[config.mk]
export PLATFORM = sky130hd
export DESIGN_NAME = signal_error_metric_accumulator
export DESIGN_NICKNAME = d
export VERILOG_FILES = /design/src/rtl/core/sema_pkg.sv /design/src/rtl/core/signal_error_metric_accumulator.sv /design/src/rtl/core/sema_front.sv /design/src/rtl/core/sema_accum.sv
export SDC_FILE = /design/constraint.sdc
export NUM_CORES = 2
export LEC_CHECK = 0
export BUFFER_PORTS_ARGS = -buffer_cell sky130_fd_sc_hd__buf_4
export CORE_UTILIZATION = 60
export DETAILED_ROUTE_END_ITERATION = 10
export PLACE_DENSITY = 0.79
export SLEW_MARGIN = 15
export SYNTH_ARGS = -nofsm -noshare
export SYNTH_HDL_FRONTEND = slang
export SYNTH_SLANG_ARGS = --single-unit
[constraint.sdc]
create_clock -name clk_i -period 29 [get_ports clk_i]
set_input_delay 2.9 -clock clk_i [delete_from_list [all_inputs] [get_ports clk_i]]
set_output_delay 2.9 -clock clk_i [all_outputs]
set_load 0.01 [all_outputs]
[src/rtl/core/sema_pkg.sv]
// sema_pkg: widths, payload structs and constants of the signal error metric accumulator
`timescale 1ns / 1ps
`default_nettype none

package sema_pkg;

  // sample and capacity sizing
  localparam int SAMPLE_BITS = 16;
  localparam int COUNT_LOG2  = 20;

  // derived field widths
  localparam int CNT_W      = COUNT_LOG2 + 1;
  localparam int SUM_W      = SAMPLE_BITS + COUNT_LOG2;
  localparam int SQO_W      = 2 * SAMPLE_BITS - 1 + COUNT_LOG2;
  localparam int SQD_W      = 2 * SAMPLE_BITS + COUNT_LOG2;
  localparam int DIFF_W     = SAMPLE_BITS + 1;
  localparam int SQO_PROD_W = 2 * SAMPLE_BITS - 1;
  localparam int SQD_PROD_W = 2 * SAMPLE_BITS;

  typedef logic signed [SAMPLE_BITS-1:0] sample_t;

  localparam sample_t SAMPLE_MAX = sample_t'({1'b0, {(SAMPLE_BITS-1){1'b1}}});
  localparam sample_t SAMPLE_MIN = sample_t'({1'b1, {(SAMPLE_BITS-1){1'b0}}});
  localparam logic [CNT_W-1:0] CAPACITY = {1'b1, {COUNT_LOG2{1'b0}}};

  typedef struct packed {
    logic signed [SAMPLE_BITS-1:0] original_sample;
    logic signed [SAMPLE_BITS-1:0] reconstructed_sample;
    logic                          last_pair;
  } in_item_t;

  typedef struct packed {
    logic        [CNT_W-1:0]       pair_count;
    logic signed [SUM_W-1:0]       sum_original;
    logic        [SQO_W-1:0]       sumsq_original;
    logic        [SQD_W-1:0]       sumsq_difference;
    logic        [SAMPLE_BITS-1:0] peak_abs_difference;
    logic signed [SAMPLE_BITS-1:0] original_minimum;
    logic signed [SAMPLE_BITS-1:0] original_maximum;
    logic signed [SAMPLE_BITS-1:0] joint_minimum;
    logic signed [SAMPLE_BITS-1:0] joint_maximum;
    logic                          count_overflow;
  } out_item_t;

  // per-pair terms handed from the product stage to the accumulator
  typedef struct packed {
    sample_t                 original;
    sample_t                 pair_min;
    sample_t                 pair_max;
    logic [SAMPLE_BITS-1:0]  abs_diff;
    logic [SQO_PROD_W-1:0]   sq_original;
    logic [SQD_PROD_W-1:0]   sq_difference;
    logic                    last;
  } terms_t;

endpackage

`default_nettype wire

[src/rtl/core/signal_error_metric_accumulator.sv]
// signal_error_metric_accumulator: top level of the error metric accumulator
`timescale 1ns / 1ps
`default_nettype none

// channel  direction  handshake               payload
// in       sink       in_valid_i / in_stall_o  in_item_i  (sample pair, last flag)
// out      source     out_valid_o / out_stall_i out_item_o (one result per measurement)
//
// one sample pair per cycle sustained unless in_stall_o is high; a pair moves
// through the input register, the product stage (two squares, difference, pair
// min/max) and the accumulators; the result is registered when a last pair fires
// reset clears the accumulators to their starting values at once, no sweep
// the result register holds a finished result while out is stalled; input
// stalls only when a further last pair waits at the accumulators meanwhile
// and the input register is occupied

module signal_error_metric_accumulator (
  input  wire logic                clk_i,
  input  wire logic                rst_ni,
  input  wire logic                in_valid_i,
  output logic                     in_stall_o,
  input  wire sema_pkg::in_item_t  in_item_i,
  output logic                     out_valid_o,
  input  wire logic                out_stall_i,
  output sema_pkg::out_item_t      out_item_o
);
  import sema_pkg::*;

  // product stage to accumulator
  logic   terms_valid;
  terms_t terms;
  logic   hold;

  sema_front u_front (
    .clk_i         (clk_i),
    .rst_ni        (rst_ni),
    .in_valid_i    (in_valid_i),
    .in_stall_o    (in_stall_o),
    .in_item_i     (in_item_i),
    .hold_i        (hold),
    .terms_valid_o (terms_valid),
    .terms_o       (terms)
  );

  // accumulators update on every pair leaving the product stage
  sema_accum u_accum (
    .clk_i         (clk_i),
    .rst_ni        (rst_ni),
    .terms_valid_i (terms_valid),
    .terms_i       (terms),
    .hold_o        (hold),
    .out_valid_o   (out_valid_o),
    .out_stall_i   (out_stall_i),
    .out_item_o    (out_item_o)
  );

  // input only backs up behind a stalled result
  a_stall_cause: assert property (@(posedge clk_i) disable iff (!rst_ni)
    in_stall_o |-> (out_valid_o && out_stall_i))
    else $error("input stalled without a stalled result");

  // overflow is only possible with the count pinned at capacity
  a_ovf_count: assert property (@(posedge clk_i) disable iff (!rst_ni)
    (out_valid_o && out_item_o.count_overflow) |-> (out_item_o.pair_count == CAPACITY))
    else $error("overflow flagged below capacity");

  // every result covers at least one pair
  a_count_nonzero: assert property (@(posedge clk_i) disable iff (!rst_ni)
    out_valid_o |-> (out_item_o.pair_count != '0))
    else $error("result with no accumulated pair");

  // joint range always encloses the original range
  a_joint_range: assert property (@(posedge clk_i) disable iff (!rst_ni)
    out_valid_o |-> ((out_item_o.joint_minimum <= out_item_o.original_minimum) &&
                     (out_item_o.original_maximum <= out_item_o.joint_maximum)))
    else $error("joint range does not enclose original range");

  // hold on a last pair keeps the pending result in place
  a_hold_keeps: assert property (@(posedge clk_i) disable iff (!rst_ni)
    hold |=> out_valid_o)
    else $error("pending result dropped while a last pair waited");

endmodule

`default_nettype wire

[src/rtl/core/sema_front.sv]
// sema_front: input register and per-pair product stage
`timescale 1ns / 1ps
`default_nettype none

module sema_front (
  input  wire logic              clk_i,
  input  wire logic              rst_ni,
  input  wire logic              in_valid_i,
  output logic                   in_stall_o,
  input  wire sema_pkg::in_item_t in_item_i,
  input  wire logic              hold_i,
  output logic                   terms_valid_o,
  output sema_pkg::terms_t       terms_o
);
  import sema_pkg::*;

  logic     s1_valid_q, s1_valid_d;
  in_item_t s1_q;
  logic     s2_valid_q, s2_valid_d;
  terms_t   s2_q, s2_d;
  logic     s1_hold;

  logic signed [DIFF_W-1:0]       diff;
  logic signed [DIFF_W-1:0]       diff_abs;
  logic signed [2*SAMPLE_BITS-1:0] sqo_full;
  logic signed [2*DIFF_W-1:0]      sqd_full;

  // first stage can only hold when the product stage is held and full
  assign s1_hold    = s1_valid_q & hold_i;
  assign in_stall_o = s1_hold;

  assign s1_valid_d = s1_hold ? s1_valid_q : in_valid_i;
  assign s2_valid_d = hold_i ? s2_valid_q : s1_valid_q;

  assign diff = $signed({s1_q.original_sample[SAMPLE_BITS-1], s1_q.original_sample})
              - $signed({s1_q.reconstructed_sample[SAMPLE_BITS-1],
                         s1_q.reconstructed_sample});
  assign diff_abs = diff[DIFF_W-1] ? -diff : diff;
  assign sqo_full = (2*SAMPLE_BITS)'(s1_q.original_sample)
                  * (2*SAMPLE_BITS)'(s1_q.original_sample);
  assign sqd_full = (2*DIFF_W)'(diff) * (2*DIFF_W)'(diff);

  always_comb begin
    s2_d.original      = s1_q.original_sample;
    s2_d.pair_min      = (s1_q.original_sample < s1_q.reconstructed_sample) ?
                         s1_q.original_sample : s1_q.reconstructed_sample;
    s2_d.pair_max      = (s1_q.original_sample > s1_q.reconstructed_sample) ?
                         s1_q.original_sample : s1_q.reconstructed_sample;
    s2_d.abs_diff      = diff_abs[SAMPLE_BITS-1:0];
    s2_d.sq_original   = sqo_full[SQO_PROD_W-1:0];
    s2_d.sq_difference = sqd_full[SQD_PROD_W-1:0];
    s2_d.last          = s1_q.last_pair;
  end

  always_ff @(posedge clk_i or negedge rst_ni) begin
    if (!rst_ni) begin
      s1_valid_q <= 1'b0;
      s2_valid_q <= 1'b0;
    end else begin
      s1_valid_q <= s1_valid_d;
      s2_valid_q <= s2_valid_d;
    end
  end

  always_ff @(posedge clk_i) begin
    if (in_valid_i && !s1_hold) begin
      s1_q <= in_item_i;
    end
    if (s1_valid_q && !hold_i) begin
      s2_q <= s2_d;
    end
  end

  assign terms_valid_o = s2_valid_q;
  assign terms_o       = s2_q;

endmodule

`default_nettype wire

[src/rtl/core/sema_accum.sv]
// sema_accum: running accumulators, min/max trackers and result register
`timescale 1ns / 1ps
`default_nettype none

module sema_accum (
  input  wire logic             clk_i,
  input  wire logic             rst_ni,
  input  wire logic             terms_valid_i,
  input  wire sema_pkg::terms_t terms_i,
  output logic                  hold_o,
  output logic                  out_valid_o,
  input  wire logic             out_stall_i,
  output sema_pkg::out_item_t   out_item_o
);
  import sema_pkg::*;

  logic                    ovf_q, ovf_d;
  logic [CNT_W-1:0]        count_q, count_d;
  logic signed [SUM_W-1:0] sum_q, sum_d;
  logic [SQO_W-1:0]        sqo_q, sqo_d;
  logic [SQD_W-1:0]        sqd_q, sqd_d;
  logic [SAMPLE_BITS-1:0]  peak_q, peak_d;
  sample_t                 omin_q, omin_d;
  sample_t                 omax_q, omax_d;
  sample_t                 jmin_q, jmin_d;
  sample_t                 jmax_q, jmax_d;

  logic      out_valid_q, out_valid_d;
  out_item_t out_q, out_d;
  logic      fire, full;

  // a last pair waits here while the previous result is still stalled
  assign hold_o = terms_valid_i & terms_i.last & out_valid_q & out_stall_i;
  assign fire   = terms_valid_i & ~hold_o;
  assign full   = (count_q == CAPACITY);

  always_comb begin
    ovf_d   = ovf_q;
    count_d = count_q;
    sum_d   = sum_q;
    sqo_d   = sqo_q;
    sqd_d   = sqd_q;
    peak_d  = peak_q;
    omin_d  = omin_q;
    omax_d  = omax_q;
    jmin_d  = jmin_q;
    jmax_d  = jmax_q;
    if (full) begin
      ovf_d = 1'b1;
    end else begin
      count_d = count_q + CNT_W'(1);
      sum_d   = sum_q + $signed({{COUNT_LOG2{terms_i.original[SAMPLE_BITS-1]}},
                                 terms_i.original});
      sqo_d   = sqo_q + {{(SQO_W-SQO_PROD_W){1'b0}}, terms_i.sq_original};
      sqd_d   = sqd_q + {{(SQD_W-SQD_PROD_W){1'b0}}, terms_i.sq_difference};
      if (terms_i.abs_diff > peak_q) begin
        peak_d = terms_i.abs_diff;
      end
      if (terms_i.original < omin_q) begin
        omin_d = terms_i.original;
      end
      if (terms_i.original > omax_q) begin
        omax_d = terms_i.original;
      end
      if (terms_i.pair_min < jmin_q) begin
        jmin_d = terms_i.pair_min;
      end
      if (terms_i.pair_max > jmax_q) begin
        jmax_d = terms_i.pair_max;
      end
    end

    out_d.pair_count          = count_d;
    out_d.sum_original        = sum_d;
    out_d.sumsq_original      = sqo_d;
    out_d.sumsq_difference    = sqd_d;
    out_d.peak_abs_difference = peak_d;
    out_d.original_minimum    = omin_d;
    out_d.original_maximum    = omax_d;
    out_d.joint_minimum       = jmin_d;
    out_d.joint_maximum       = jmax_d;
    out_d.count_overflow      = ovf_d;

    priority if (fire && terms_i.last) begin
      out_valid_d = 1'b1;
    end else if (out_valid_q && !out_stall_i) begin
      out_valid_d = 1'b0;
    end else begin
      out_valid_d = out_valid_q;
    end
  end

  always_ff @(posedge clk_i or negedge rst_ni) begin
    if (!rst_ni) begin
      out_valid_q <= 1'b0;
      ovf_q       <= 1'b0;
      count_q     <= '0;
      sum_q       <= '0;
      sqo_q       <= '0;
      sqd_q       <= '0;
      peak_q      <= '0;
      omin_q      <= SAMPLE_MAX;
      omax_q      <= SAMPLE_MIN;
      jmin_q      <= SAMPLE_MAX;
      jmax_q      <= SAMPLE_MIN;
    end else begin
      out_valid_q <= out_valid_d;
      if (fire) begin
        if (terms_i.last) begin
          // measurement closed: back to the starting state
          ovf_q   <= 1'b0;
          count_q <= '0;
          sum_q   <= '0;
          sqo_q   <= '0;
          sqd_q   <= '0;
          peak_q  <= '0;
          omin_q  <= SAMPLE_MAX;
          omax_q  <= SAMPLE_MIN;
          jmin_q  <= SAMPLE_MAX;
          jmax_q  <= SAMPLE_MIN;
        end else begin
          ovf_q   <= ovf_d;
          count_q <= count_d;
          sum_q   <= sum_d;
          sqo_q   <= sqo_d;
          sqd_q   <= sqd_d;
          peak_q  <= peak_d;
          omin_q  <= omin_d;
          omax_q  <= omax_d;
          jmin_q  <= jmin_d;
          jmax_q  <= jmax_d;
        end
      end
    end
  end

  always_ff @(posedge clk_i) begin
    if (fire && terms_i.last) begin
      out_q <= out_d;
    end
  end

  assign out_valid_o = out_valid_q;
  assign out_item_o  = out_q;

endmodule

`default_nettype wire

# [Yosys cells after proc, flatten, opt, wreduce, memory -nomap -nowiden]
# Cells that the tools add are included.
# Widths: inputs -> output; s select.
[classes] addsub=6 mul=2 magnitude_cmp=7 eq_ne=1 muxes=30 bitwise=6 n_reduce_logical=8
[ops] op="$mux 16" n=18
[ops] op="$mux 52" n=2
[ops] op="$mux 51" n=2
[ops] op="$mux 36" n=2
[ops] op="$gt 16x16->1" n=4
[ops] op="$add 52x32->52" n=1
[ops] op="$add 51x31->51" n=1
[ops] op="$lt 16x16->1" n=3
[ops] op="$mux 21" n=2
[ops] op="$add 36x16->36" n=1
[ops] op="$mul 17x17->32" n=1
[ops] op="$mul 16x16->31" n=1
[ops] op="$add 21x1->21 const B" n=1
[ops] op="$eq 21x21->1 const B" n=1
[ops] op="$sub 16x16->17" n=1
[ops] op="$neg 16->16" n=1
[ops] op="$and 1x1->1" n=5
[ops] op="$logic_and 1x1->1" n=4
[ops] op="$mux 1" n=4
[ops] op="$logic_not 1->1" n=3
[ops] op="$reduce_bool 2->1" n=1
[ops] op="$not 1->1" n=1
[totals] regBits=646 inputBits=37 elab_cells=93

# [Longest topological paths before layout]
[logic_depth] depth_word=7 mapped_depth=37 ltp_nobuf=34

# [By module]
# A second synthesis with hierarchy kept.
[hier_totals] hier_cells=4928 area_unflattened_um2=50943.9
[modules_own_cells] mod="sema_accum" n_inst=1 cells_per_inst=2587 area_per_inst_um2=26786.9
[modules_own_cells] mod="sema_front" n_inst=1 cells_per_inst=2341 area_per_inst_um2=24156.9

# [Least setup slack after synthesis]
# Ideal clock, no wire load.
[synth_path] kind="input-to-reg" startpoint="input port out_stall_i" endpoint="register u_accum.omin_q[11]" setup_time_ns=0.061 t_arrival_ns=15.841 required_time_ns=28.939 path_slack_ns=13.098 path_stages=4 cell_sequence="a21oi_1 -> nand2b_1 -> clkbuf_1 -> o22a_1"
[synth_via] elab_chain_cells=3
[synth_rtl] element="start: declaration" line="signal_error_metric_accumulator.sv:24" source="input wire logic out_stall_i,"
[synth_rtl] element="$and 1x1->1" line="sema_accum.sv:33" source="assign hold_o = terms_valid_i & terms_i.last & out_valid_q & out_stall_i;"
[synth_rtl] element="$not 1->1" line="sema_accum.sv:34" source="assign fire = terms_valid_i & ~hold_o;"
[synth_rtl] element="$and 1x1->1" line="sema_accum.sv:34"
[synth_rtl] element="end signal: assignment" line="sema_accum.sv:128" source="omin_q <= omin_d;"
[synth_rtl] element="end: declaration" line="sema_accum.sv:23" source="sample_t omin_q, omin_d;"
# No other way between the ends.
# A chain may end at the register's enable or synchronous reset.

==> results.cfg <==
[setup_path]
cp_max_fo = 14
start_kind = register
end_kind = register
r2r_cells = 33
cp.arrival_ns = 9.71
r2r_start = u_front.s1_q[17]
worst_ep_required_time_ns = 29.37
max_stage_delay_ns = 0.56
crit_slowest_cell = fa_1
crit_top_cell = fa_1
reg2reg_setup_slack_ns = 19.66
critPathKind = reg2reg
worstReg2RegEnd = u_front.terms_o[32]

[sta]
hold_violations = 0
finalCriticalPeriod_ns = 9.34
max_freq_ghz = 0.107
finalSetupViolations = 0
worst_pin_slew_ns = 1.17
setup_tns_ns = 0
rsz0062_at_grt = false
slew_violations = 0
finalCritPeriodShare = 0.322
maxSlewHeadroom = 0.215
finClkSkew_ns = 0.0249

[clocking]
cts_tree = yes
cts_sinks = 642
clock_latency_ns = 0.64
cts_max_level = 3
clkTransAtPathRegs_ns = 0.06
cts_root_buffer = clkbuf_16
ctsResizeCount = 0
cts_hold_buf = 0
clockBufferDepth = 3
numCtsBuffers = 71
post_cts_buffers = 0

[grt]
grt_pass1_wl_mm = 202
overflow = 0
first_global_vias = 36900
antenna_found_initial = 0
grt_max_degree = 150
track_usage = 0.303

[detailed_routing]
ant_nets = 0
first_pass_iters = 6
wl_per_cell_um = 20.4
wl_mm = 127
via_per_inst = 5.84
via_count = 36400
drt_iter0_markers = 2922
route.detailed.drc = 0

[floorplan]
initial_core_util = 0.608
core_area_um2 = 83800
rows = 106
die_y_um = 293
io_pins = 280
die-area_um2 = 86100
die-width_um = 293

[min_path]
hold_path.startpoint = u_front.s1_q[0]
hold_path_class = reg2reg
holdPathEnd = u_front.terms_o[0]
holdPathStages = 0

[yosys]
syn_area_um2 = 50900
synth_area_leaders = edfxtp_1, fa_1, dfrtp_1
postSynthCellCount = 4825
synth_fp_nets = 5711
synth_top_cell_by_area = edfxtp_1
netlist.area_leader.share = 0.235
synth-seq-cells = 642
avgSynthCellArea_um2 = 10.6
synth-edff-count = 398
synthFlopType = edfxtp_1
ys_seq_area_frac = 0.355
ys_types = 113
yosysWarnings = 0
async_flop_share = 0.380

[final_layout]
syn_to_final_growth_pct = 11.0
drive_gt1_frac = 0.119
instances_no_fill = 6237
fillers = 6348
fin_nets = 5930
final_core_util = 0.675

[place]
globalplace.congestion = 0.976
dpl.hpwl_mm = 94.6
dpl.cell_count = 6105
port_buffers = 279

[status]
status = complete, no violations

[job]
max_cap_violations = 0
## state kept, by name (all words and copies together) (netlist names)
name	cells
u_accum.out_item_o	241
u_front.terms_o	124
u_accum.sqd_q	52
u_accum.sqo_q	51
u_accum.sum_q	36
u_front.s1_q	33
u_accum.count_q	21
u_accum.jmax_q	16
u_accum.jmin_q	16
u_accum.omax_q	16
u_accum.omin_q	16
u_accum.peak_q	16
u_accum.out_valid_o	1
u_accum.ovf_q	1
u_front.s1_valid_q	1
u_front.terms_valid_o	1
## through the flow
step / setup WS (ns) / hold WS (ns) / area [um2]
2_1_floorplan: 13.10 / 0.400 / 50900
3_3_place_gp: 19.98 / 0.403 / 54200
3_5_place_dp: 19.74 / 0.406 / 54200
4_1_cts: 19.73 / 0.419 / 56600
5_1_grt: 19.13 / 0.426 / 56600
6_report: 19.66 / 0.419 / 56600
## layout make-up
cell class,count,area (um2),share of cell area
clock buffer,94,1930,0.0340
tap,1134,1420,0.0251
clock inverter,37,477,0.00843
sequential,642,18100,0.320
multi-input combinational,3240,29300,0.518
antenna,1,2.50,0.0000442
timing repair buffer,321,2430,0.0430
inverter,768,2880,0.0510
## layer usage
metal / GRT usage / routed length (um)
met1: 0.428 / 55400
met2: 0.477 / 58600
met3: 0.0461 / 9200
met4: 0.106 / 4190
met5: 0 / 0
## critical path: cells and delay by family (launching register included)
kind / cells / cell delay (ns)
AOI/OAI and AO/OA: 10 / 2.12
buffers and inverters: 7 / 1.19
DFF: 1 / 0.51
xor gates and xnor gates: 2 / 0.25
adders and majority gates: 9 / 3.99
and+or+nand+nor: 5 / 1.00
## worst max-delay path by stage
stage                                start                   to  slack (ns)  cells past startpoint
final                     u_front.s1_q[17]  u_front.terms_o[32]       19.66                     33
after global routing      u_front.s1_q[17]  u_front.terms_o[32]       19.13                     33
after detailed placement  u_front.s1_q[17]  u_front.terms_o[32]       19.74                     33
after global placement    u_front.s1_q[17]  u_front.terms_o[32]       19.98                     35
after floorplan                out_stall_i   u_accum.omin_q[11]       13.10                      4
after CTS                 u_front.s1_q[17]  u_front.terms_o[32]       19.73                     33
## cell usage in the layout, fill, tap and decap left out, drive strengths merged, types with 127 or more instances in the layout
cell	count
edfxtp	398
a21o	127
nand2	456
buf	321
xnor2	176
ha	357
dfrtp	212
o21ai	186
inv	764
nor2	288
a21oi	194
fa	492
## logic make-up (layout without fill, tap and decap cells)
family                   after synthesis  in the layout  share of synthesized area
buffers and inverters                943           1220                     0.0705
AO/OA/AOI/OAI                        908            908                      0.123
multiplexers                         116            116                     0.0247
adder cells (fa/ha/maj)              849            849                      0.281
XOR/XNOR                             252            252                     0.0436
other                                  0              1                          0
AND/OR/NAND/NOR                     1115           1115                      0.101
flip-flops                           642            642                      0.355
## synthesized netlist by cell type (all sizes together), types with 21 or more instances
library cell	instances
o21a	28
a21o	127
a21oi	194
nand2b	28
nand4	44
a22o	111
nand2	456
nand3	44
fa	492
buf	31
nor3	33
clkbuf	144
a211oi	21
ha	357
edfxtp	398
and2	57
mux2	78
nor2	288
xor2	76
xnor2	176
a31oi	28
o31ai	21
nor4	21
mux2i	38
o21ai	186
dfstp	32
and3	48
dfrtp	212
o22a	21
a22oi	24
nor2b	47
inv	758
Power is not shown: default switching activity piles up to over one toggle a cycle in this logic, so the estimate is an artifact.
